===== src/rtl/core/hsa_pkg.sv =====
// shared types and constants for the handle slot allocator
package hsa_pkg;

  localparam int unsigned CAPACITY_DEF = 16;
  localparam logic [12:0] BLOCK_SIZE_RST = 13'd64;
  localparam logic [31:0] NO_HANDLE = 32'hFFFF_FFFF;

  typedef enum logic [1:0] {
    OP_ALLOC   = 2'd0,
    OP_FREE    = 2'd1,
    OP_LOOKUP  = 2'd2,
    OP_COMPACT = 2'd3
  } op_t;

  typedef enum logic [1:0] {
    STAT_OK         = 2'd0,
    STAT_FULL       = 2'd1,
    STAT_BAD_HANDLE = 2'd2
  } stat_t;

  typedef enum logic [2:0] {
    S_IDLE,
    S_ALLOC,
    S_SCAN,
    S_CMP,
    S_REPORT,
    S_COMPACT,
    S_MOVE,
    S_FINISH
  } state_t;

  typedef struct packed {
    stat_t       status;
    logic [31:0] handle_out;
    logic        handle_valid;
    logic [3:0]  slot_index;
    logic [15:0] byte_offset;
    logic [4:0]  occupied_count;
    logic [4:0]  slot_count;
  } res_t;

endpackage


===== src/rtl/core/hsa_mem.sv =====
// slot id and user word memories, one write and one registered read port
module hsa_mem #(
  parameter int unsigned CAPACITY = hsa_pkg::CAPACITY_DEF,
  localparam int unsigned IW = $clog2(CAPACITY)
) (
  input  logic          clk,
  input  logic          wr_en,
  input  logic [IW-1:0] wr_addr,
  input  logic [31:0]   wr_id,
  input  logic [31:0]   wr_user,
  input  logic          rd_en,
  input  logic [IW-1:0] rd_addr,
  output logic [31:0]   rd_id,
  output logic [31:0]   rd_user
);
  import hsa_pkg::*;

  logic [31:0] id_mem [CAPACITY];
  logic [31:0] user_mem [CAPACITY];

  always_ff @(posedge clk) begin
    if (wr_en) begin
      id_mem[wr_addr]   <= wr_id;
      user_mem[wr_addr] <= wr_user;
    end
  end

  always_ff @(posedge clk) begin
    if (rd_en) begin
      rd_id   <= id_mem[rd_addr];
      rd_user <= user_mem[rd_addr];
    end
  end

endmodule


===== src/rtl/core/hsa_ctrl.sv =====
// sequencer: occupancy bits, counters, id search, allocate and compaction walk
module hsa_ctrl #(
  parameter int unsigned CAPACITY = hsa_pkg::CAPACITY_DEF,
  localparam int unsigned IW = $clog2(CAPACITY),
  localparam int unsigned CW = $clog2(CAPACITY + 1)
) (
  input  logic                clk,
  input  logic                rst,
  input  logic                in_valid,
  output logic                in_ready,
  input  hsa_pkg::op_t        op_in,
  input  logic [31:0]         hid_in,
  input  logic [31:0]         user_in,
  input  logic [12:0]         block_size,
  output logic                res_valid,
  input  logic                res_ready,
  output hsa_pkg::res_t       res,
  output logic                wr_en,
  output logic [IW-1:0]       wr_addr,
  output logic [31:0]         wr_id,
  output logic [31:0]         wr_user,
  output logic                rd_en,
  output logic [IW-1:0]       rd_addr,
  input  logic [31:0]         rd_id,
  input  logic [31:0]         rd_user
);
  import hsa_pkg::*;

  localparam logic [CW-1:0] CAP = CW'(CAPACITY);

  state_t          state, state_next;
  op_t             op_r;
  logic [31:0]     hid_r;
  logic [31:0]     user_r;
  logic [CW-1:0]   used, live;
  logic [31:0]     idc;
  logic [CAPACITY-1:0] live_bits;
  logic [CW-1:0]   k, j;
  logic            found;
  logic [IW-1:0]   at;

  logic            accept;
  logic            hit;
  logic            free_any;
  logic [IW-1:0]   free_pick;
  logic            can_alloc;
  logic [IW-1:0]   pick;
  logic [31:0]     new_id;
  logic            done;
  logic [IW-1:0]   idx;
  logic [IW+12:0]  prod;
  logic [31:0]     prod32;
  logic            lk_in_range;

  assign accept = in_valid && in_ready;
  assign hit = live_bits[k[IW-1:0]] && (rd_id == hid_r);
  assign new_id = (idc + 32'd1 == NO_HANDLE) ? 32'd0 : idc + 32'd1;
  assign lk_in_range = hid_r < 32'(used);

  always_comb begin
    free_any = 1'b0;
    free_pick = '0;
    for (int n = CAPACITY - 1; n >= 0; n--) begin
      if ((CW'(n) < used) && !live_bits[n]) begin
        free_any = 1'b1;
        free_pick = IW'(n);
      end
    end
  end

  assign can_alloc = (live < CAP) && (free_any || (used < CAP));
  assign pick = free_any ? free_pick : used[IW-1:0];

  always_comb begin
    idx = '0;
    if (state == S_ALLOC && can_alloc) begin
      idx = pick;
    end else if (state == S_REPORT) begin
      if (found) begin
        idx = at;
      end else if (op_r == OP_LOOKUP && lk_in_range) begin
        idx = hid_r[IW-1:0];
      end
    end
  end

  assign prod = (IW + 13)'(idx) * (IW + 13)'(block_size);
  assign prod32 = 32'(prod);

  always_ff @(posedge clk) begin
    if (rst) begin
      state <= S_IDLE;
    end else begin
      state <= state_next;
    end
  end

  always_comb begin
    state_next = state;
    in_ready = 1'b0;
    res_valid = 1'b0;
    wr_en = 1'b0;
    wr_addr = pick;
    wr_id = new_id;
    wr_user = user_r;
    rd_en = 1'b0;
    rd_addr = k[IW-1:0];
    done = 1'b0;
    res.status = STAT_OK;
    res.handle_out = NO_HANDLE;
    res.handle_valid = 1'b0;
    res.slot_index = 4'(idx);
    res.byte_offset = prod32[15:0];
    res.occupied_count = 5'(live);
    res.slot_count = 5'(used);
    case (state)
      S_IDLE: begin
        in_ready = 1'b1;
        if (in_valid) begin
          case (op_in)
            OP_ALLOC: state_next = S_ALLOC;
            OP_COMPACT: state_next = (used == '0) ? S_FINISH : S_COMPACT;
            default: begin
              state_next = (hid_in == NO_HANDLE || used == '0) ? S_REPORT : S_SCAN;
            end
          endcase
        end
      end
      S_ALLOC: begin
        res_valid = 1'b1;
        if (can_alloc) begin
          res.handle_out = new_id;
          res.handle_valid = 1'b1;
          res.occupied_count = 5'(live + CW'(1));
          res.slot_count = 5'((!free_any) ? used + CW'(1) : used);
        end else begin
          res.status = STAT_FULL;
        end
        if (res_ready) begin
          wr_en = can_alloc;
          state_next = S_IDLE;
        end
      end
      S_SCAN: begin
        rd_en = 1'b1;
        state_next = S_CMP;
      end
      S_CMP: begin
        if (hit || (k + CW'(1) >= used)) begin
          state_next = S_REPORT;
        end else begin
          state_next = S_SCAN;
        end
      end
      S_REPORT: begin
        res_valid = 1'b1;
        res.handle_valid = found;
        if (op_r == OP_FREE) begin
          if (found) begin
            res.occupied_count = 5'(live - CW'(1));
          end else begin
            res.status = STAT_BAD_HANDLE;
          end
        end else if (!found && !lk_in_range) begin
          res.status = STAT_BAD_HANDLE;
        end
        if (res_ready) begin
          done = 1'b1;
          state_next = S_IDLE;
        end
      end
      S_COMPACT: begin
        rd_addr = j[IW-1:0];
        if (k >= j) begin
          state_next = S_FINISH;
        end else if (!live_bits[k[IW-1:0]] && live_bits[j[IW-1:0]]) begin
          rd_en = 1'b1;
          state_next = S_MOVE;
        end
      end
      S_MOVE: begin
        wr_en = 1'b1;
        wr_addr = k[IW-1:0];
        wr_id = rd_id;
        wr_user = rd_user;
        state_next = S_COMPACT;
      end
      S_FINISH: begin
        res_valid = 1'b1;
        res.slot_count = 5'(live);
        if (res_ready) begin
          state_next = S_IDLE;
        end
      end
      default: state_next = S_IDLE;
    endcase
  end

  always_ff @(posedge clk) begin
    if (rst) begin
      used <= '0;
      live <= '0;
      idc <= '0;
      live_bits <= '0;
    end else begin
      case (state)
        S_ALLOC: begin
          if (res_ready && can_alloc) begin
            live_bits[pick] <= 1'b1;
            live <= live + CW'(1);
            idc <= new_id;
            if (!free_any) begin
              used <= used + CW'(1);
            end
          end
        end
        S_REPORT: begin
          if (done && found && op_r == OP_FREE) begin
            live_bits[at] <= 1'b0;
            live <= live - CW'(1);
          end
        end
        S_MOVE: begin
          live_bits[k[IW-1:0]] <= 1'b1;
          live_bits[j[IW-1:0]] <= 1'b0;
        end
        S_FINISH: begin
          if (res_ready) begin
            used <= live;
          end
        end
        default: ;
      endcase
    end
  end

  always_ff @(posedge clk) begin
    if (accept) begin
      op_r <= op_in;
      hid_r <= hid_in;
      user_r <= user_in;
      k <= '0;
      j <= used - CW'(1);
      found <= 1'b0;
      at <= '0;
    end else begin
      case (state)
        S_CMP: begin
          if (hit) begin
            found <= 1'b1;
            at <= k[IW-1:0];
          end else if (k + CW'(1) < used) begin
            k <= k + CW'(1);
          end
        end
        S_COMPACT: begin
          if (k < j) begin
            if (live_bits[k[IW-1:0]]) begin
              k <= k + CW'(1);
            end else if (!live_bits[j[IW-1:0]]) begin
              j <= j - CW'(1);
            end
          end
        end
        S_MOVE: k <= k + CW'(1);
        default: ;
      endcase
    end
  end

endmodule


===== src/rtl/core/handle_slot_allocator_unit.sv =====
// top level of the handle slot allocator
//
//  channel  | handshake            | beat
//  ---------+----------------------+---------------------------------------
//  in       | in_valid / in_stall  | operation, handle_id, user_data
//  out      | out_valid / out_stall| status .. slot_count
//  config   | cfg_wr_en            | cfg_wr_data (block size)
//
// allocate reports from its own state; deallocate and lookup walk the slot id
// memory with a registered read and a compare step per slot searched; compact
// walks the slots and adds a move step per moved slot.
// rst is synchronous and clears the counters and occupancy bits; the slot
// memories hold no reset. a new beat is taken while the previous result waits
// in the output register; a stalled output holds the sequencer at its result.
module handle_slot_allocator_unit #(
  parameter int unsigned CAPACITY = hsa_pkg::CAPACITY_DEF
) (
  input  logic        clk,
  input  logic        rst,
  input  logic        cfg_wr_en,
  input  logic [12:0] cfg_wr_data,
  input  logic        in_valid,
  output logic        in_stall,
  input  logic [1:0]  operation,
  input  logic [31:0] handle_id,
  input  logic [31:0] user_data,
  output logic        out_valid,
  input  logic        out_stall,
  output logic [1:0]  status,
  output logic [31:0] handle_out,
  output logic        handle_valid,
  output logic [3:0]  slot_index,
  output logic [15:0] byte_offset,
  output logic [4:0]  occupied_count,
  output logic [4:0]  slot_count
);
  import hsa_pkg::*;

  localparam int unsigned IW = $clog2(CAPACITY);

  logic [12:0]   block_size;
  logic          in_ready;
  logic          res_valid, res_ready;
  res_t          res, res_q;
  logic          wr_en, rd_en;
  logic [IW-1:0] wr_addr, rd_addr;
  logic [31:0]   wr_id, wr_user, rd_id, rd_user;

  assign in_stall = !in_ready;
  assign res_ready = !out_valid || !out_stall;

  always_ff @(posedge clk) begin
    if (rst) begin
      block_size <= BLOCK_SIZE_RST;
    end else if (cfg_wr_en) begin
      block_size <= cfg_wr_data;
    end
  end

  hsa_ctrl #(.CAPACITY(CAPACITY)) u_ctrl (
    .clk(clk), .rst(rst),
    .in_valid(in_valid), .in_ready(in_ready),
    .op_in(op_t'(operation)), .hid_in(handle_id), .user_in(user_data),
    .block_size(block_size),
    .res_valid(res_valid), .res_ready(res_ready), .res(res),
    .wr_en(wr_en), .wr_addr(wr_addr), .wr_id(wr_id), .wr_user(wr_user),
    .rd_en(rd_en), .rd_addr(rd_addr), .rd_id(rd_id), .rd_user(rd_user)
  );

  hsa_mem #(.CAPACITY(CAPACITY)) u_mem (
    .clk(clk),
    .wr_en(wr_en), .wr_addr(wr_addr), .wr_id(wr_id), .wr_user(wr_user),
    .rd_en(rd_en), .rd_addr(rd_addr), .rd_id(rd_id), .rd_user(rd_user)
  );

  always_ff @(posedge clk) begin
    if (rst) begin
      out_valid <= 1'b0;
    end else if (res_ready) begin
      out_valid <= res_valid;
    end
  end

  always_ff @(posedge clk) begin
    if (res_ready && res_valid) begin
      res_q <= res;
    end
  end

  assign status = res_q.status;
  assign handle_out = res_q.handle_out;
  assign handle_valid = res_q.handle_valid;
  assign slot_index = res_q.slot_index;
  assign byte_offset = res_q.byte_offset;
  assign occupied_count = res_q.occupied_count;
  assign slot_count = res_q.slot_count;

endmodule

===== config.mk =====
export PLATFORM = sky130hd
export DESIGN_NAME = handle_slot_allocator_unit
export DESIGN_NICKNAME = d
export VERILOG_FILES = /design/src/rtl/core/hsa_pkg.sv /design/src/rtl/core/hsa_mem.sv /design/src/rtl/core/hsa_ctrl.sv /design/src/rtl/core/handle_slot_allocator_unit.sv
export SDC_FILE = /design/constraint.sdc
export NUM_CORES = 1
export LEC_CHECK = 0
export BUFFER_PORTS_ARGS = -buffer_cell sky130_fd_sc_hd__buf_4
export CORE_AREA = 2 2 210 367
export CTS_BUF_LIST = sky130_fd_sc_hd__clkbuf_2
export DETAILED_ROUTE_END_ITERATION = 16
export DIE_AREA = 0 0 212 369
export PLACE_DENSITY = 0.59
export SLEW_MARGIN = 40
export SYNTH_ARGS = -nofsm -noshare
export SYNTH_HDL_FRONTEND = slang
export SYNTH_SLANG_ARGS = --single-unit

===== constraint.sdc =====
create_clock -name clk -period 12.1 [get_ports clk]
set_clock_uncertainty 0.15 [all_clocks]
set_input_delay 3.025 -clock clk [delete_from_list [all_inputs] [get_ports clk]]
set_output_delay 3.025 -clock clk [all_outputs]
set_load 0.05 [all_outputs]

==> reports/metrics.yaml <==
run_status: "finished, final reports clean"
synth.area.top_cells: "edfxtp_1 57%, dfxtp_1 5.0%, nand2_1 4.2%"
post_synthesis_mean_instance_area_um2: 12.0
worst_path_dominant_cell_family: "compound AO/OA/AOI/OAI gates"
die-width_um: 212
area_growth_syn_to_layout_pct: 11.0
max_clock_freq_ghz: 0.138
detail_route.vias_per_cell: 5.96
post_drt_wl_per_cell_um: 24.3
drtIter0Drc: 1982
worst_slack_at_placement_ns: 4.85
gp_congestion: 0.973
min_delay_path_depth: 2
cp.buffers_inverters: 4
count_of_unique_library_cells_instantiated_by_yosys: 99
setup_crit_path_kind: "register to register"
coreArea_um2: 75100
place.detailed.instances: 3838
grt_setup_unrepaired: "false"
dieHeight_um: 369
synth-seq-area-share_pct: 61.7
final.min_clock_period_ns: 7.27
io_pins: 151
path_common_cell: "inv_1"
grt_antenna_before_repair: 5
critical_path_cell_count: 23
yosys.cell_count.top_type: "edfxtp_1"
async_flop_share_pct: 0
power_per_cell_area_nw_per_um2: 188
min-delay-path-class: "register to register"
startpoint_type: "register"
cap_viol_max_count: 0
clock_insertion_delay_worst_skew_ns: 1.35
setup-tns-final_ns: 0
max-vdd-ir-drop_mv: 0.116
grt_overflow_total: 0
final_setup_vio_count: 0
synthDominantCellAreaShare_pct: 56.8
layoutNonFillerInstCount: 4133
holdWs_ns: 0.369
synthesis.area_um2: 34300
slew_viol_final: 0
slowest_delay_ns: 0.86
die-area_um2: 78200
share_of_the_clock_period_used_by_the_worst_path_pct: 60.0
crit_chain: "inv_1, ha_1, nor4b_2, o21ai_1, a2111oi_2, a211oi_2, o21ai_2, a222oi_1, buf_4, nor2b_1, fa_1, inv_1, fa_1, inv_1, ha_1, nor2b_1, o21a_1, o21ai_0, nand2b_1, a31oi_1, o21ai_0, o41ai_1, xnor2_1"
worst_ep_required_time_ns: 12.99
post-dp-hpwl_um: 61600
row_count: 133
htree_levels: 4
endpoint_type_of_the_worst_setup_path: "register"
ys.flop_type: "edfxtp_1"
ctsLongestPathBuffers: 3
reg2regPathDepth: 23
detailroute.via_count: 24600
synthesis.yosys.warnings: 0
io_buffers: 118
wire_length_of_the_first_global_routing_pass_um: 148000
cpMaxStageDelayCell: "dfxtp_1"
max-slew-margin-rel_pct: 39.3
seq_area_um2: 21200
drt_pass1_iterations: 6
final_core_util_pct: 50.7
floorplan.initialDensity_pct: 45.7
cts_made_buffers: 163
timing_worst_slew_pin_value_ns: 0.904
post-synth-top-area-cell: "edfxtp_1"
clockRootBuffer: "clkbuf_2"
ys_seq_elements: 733
timing.critical_path.arrival_ns: 8.15
drt_drc_violations_left: 0
ctsHoldBuffers: 0
tritoncts: "yes"
cts_repair_resize_count: 0
cts.reportedPaths.clkPinSlew_ns: 0.11
post_synth_most_frequent_cells: "648 x edfxtp_1, 384 x nand2_1, 166 x a211oi_1, 157 x nor2_1, 156 x clkbuf_1"
routed_wirelength_um: 100000
worst_slack_ns: 4.83
fillers: 6568
layout-drive-gt1-share_pct: 17.8
clkSinkCount: 733
synth_edf_count: 648
antenna_left: 0
p_leak_nw: 13.3
timing_hold_violations_final: 0
maximum_number_of_pins_on_one_net_before_global_route_repair: 214
syn_nets: 3020
syn-instance-count: 2864
via_count_of_the_first_global_routing_pass: 24700
nNetsFinal: 3153
critical_path.max_fanout: 17
total_area_of_multi_input_combinational_cells_um2: 12500
grt_usage_pct: 25.5
cts_post_setup_buffers_inserted: 0
-- worst paths after layout --
check | slack [ns] | to | startpoint
max | 4.83 | byte_offset[14] | u_ctrl.used[1]
min reg2reg | 0.37 | u_ctrl.idc[18] | u_ctrl.idc[18]
max reg2reg | 4.83 | byte_offset[14] | u_ctrl.used[1]
min | 0.37 | u_ctrl.idc[18] | u_ctrl.idc[18]
-- cell usage in the layout, fill, tap and decap left out, types with 7 or more instances in the layout --
cell / n
nor2_1: 141
nor4_1: 24
o21ai_0: 53
edfxtp_1: 648
a22oi_1: 7
ha_1: 50
a21oi_1: 144
fa_1: 22
a311oi_1: 65
o21ai_1: 23
xor2_1: 17
clkbuf_2: 239
a31oi_1: 89
nor3_1: 29
and3_1: 14
o21a_1: 8
o31ai_4: 25
o221ai_1: 10
nand3_1: 57
nor2_4: 16
nand2b_1: 11
buf_4: 159
mux2i_1: 22
nand4_1: 43
nand2_1: 382
a2111oi_0: 7
nor2b_1: 41
and2_1: 139
clkinv_1: 32
inv_1: 72
a211oi_1: 166
clkinv_2: 9
o31ai_1: 7
dfxtp_1: 82
a2111oi_2: 9
mux4_2: 10
xnor2_1: 69
and2_0: 9
or3_1: 12
-- cells by family after synthesis --
family	synth area share [%]
buffers and inverters	3.36
DFF	61.7
adders and majority gates	3.11
xor gates and xnor gates	2.37
muxes	1.36
AOI/OAI and AO/OA	14.5
and+or+nand+nor	13.6
-- sequential cells by signal, indices dropped and copies added (netlist names), 13 cells and up --
name and flops:
u_ctrl.idc 32, u_ctrl.hid_r 32, u_ctrl.live_bits 16, u_mem.id_mem 512
u_mem.rd_id 32, byte_offset 16, handle_out 32, block_size 13
-- where the power goes --
| group | switching (mW) | internal [mW] |
|---|---|---|
| sequential | 0.194 | 3.12 |
| clock | 0.978 | 0.530 |
| combinational | 1.65 | 0.667 |
-- metrics by stage --
stage	cell area, um^2	total power [mW]
finish	38000	7.14
global route	38000	7.49
CTS	37800	7.15
detailed placement	36400	5.64
global placement	36200	5.57
floorplan	34300	4.85
-- worst min-delay path, stage by stage (launching register included) --
cell	delay, ns
dfxtp_1	0.36
nand2_1	0.07
a21oi_1	0.06
-- layout make-up --
| cell class | instances | share of cell area (%) |
|---|---|---|
| Antenna cell | 2 | 0.0132 |
| Clock buffer | 237 | 3.12 |
| Clock inverter | 50 | 0.605 |
| Inverter | 75 | 0.740 |
| Multi-Input combinational cell | 1850 | 32.8 |
| Sequential cell | 733 | 55.6 |
| Tap cell | 1012 | 3.33 |
| Timing Repair Buffer | 174 | 3.76 |
-- metal layers --
| layer | up-vias | track usage, % | share of wire [%] |
|---|---|---|---|
| li1 | 11100 | - | - |
| met1 | 12200 | 28.3 | 37 |
| met2 | 1028 | 45.5 | 52 |
| met3 | 316 | 4.36 | 5.9 |
| met4 | 4 | 15.1 | 5.2 |
| met5 | - | 0 | 0.024 |
(Power assumes the default switching activity.)
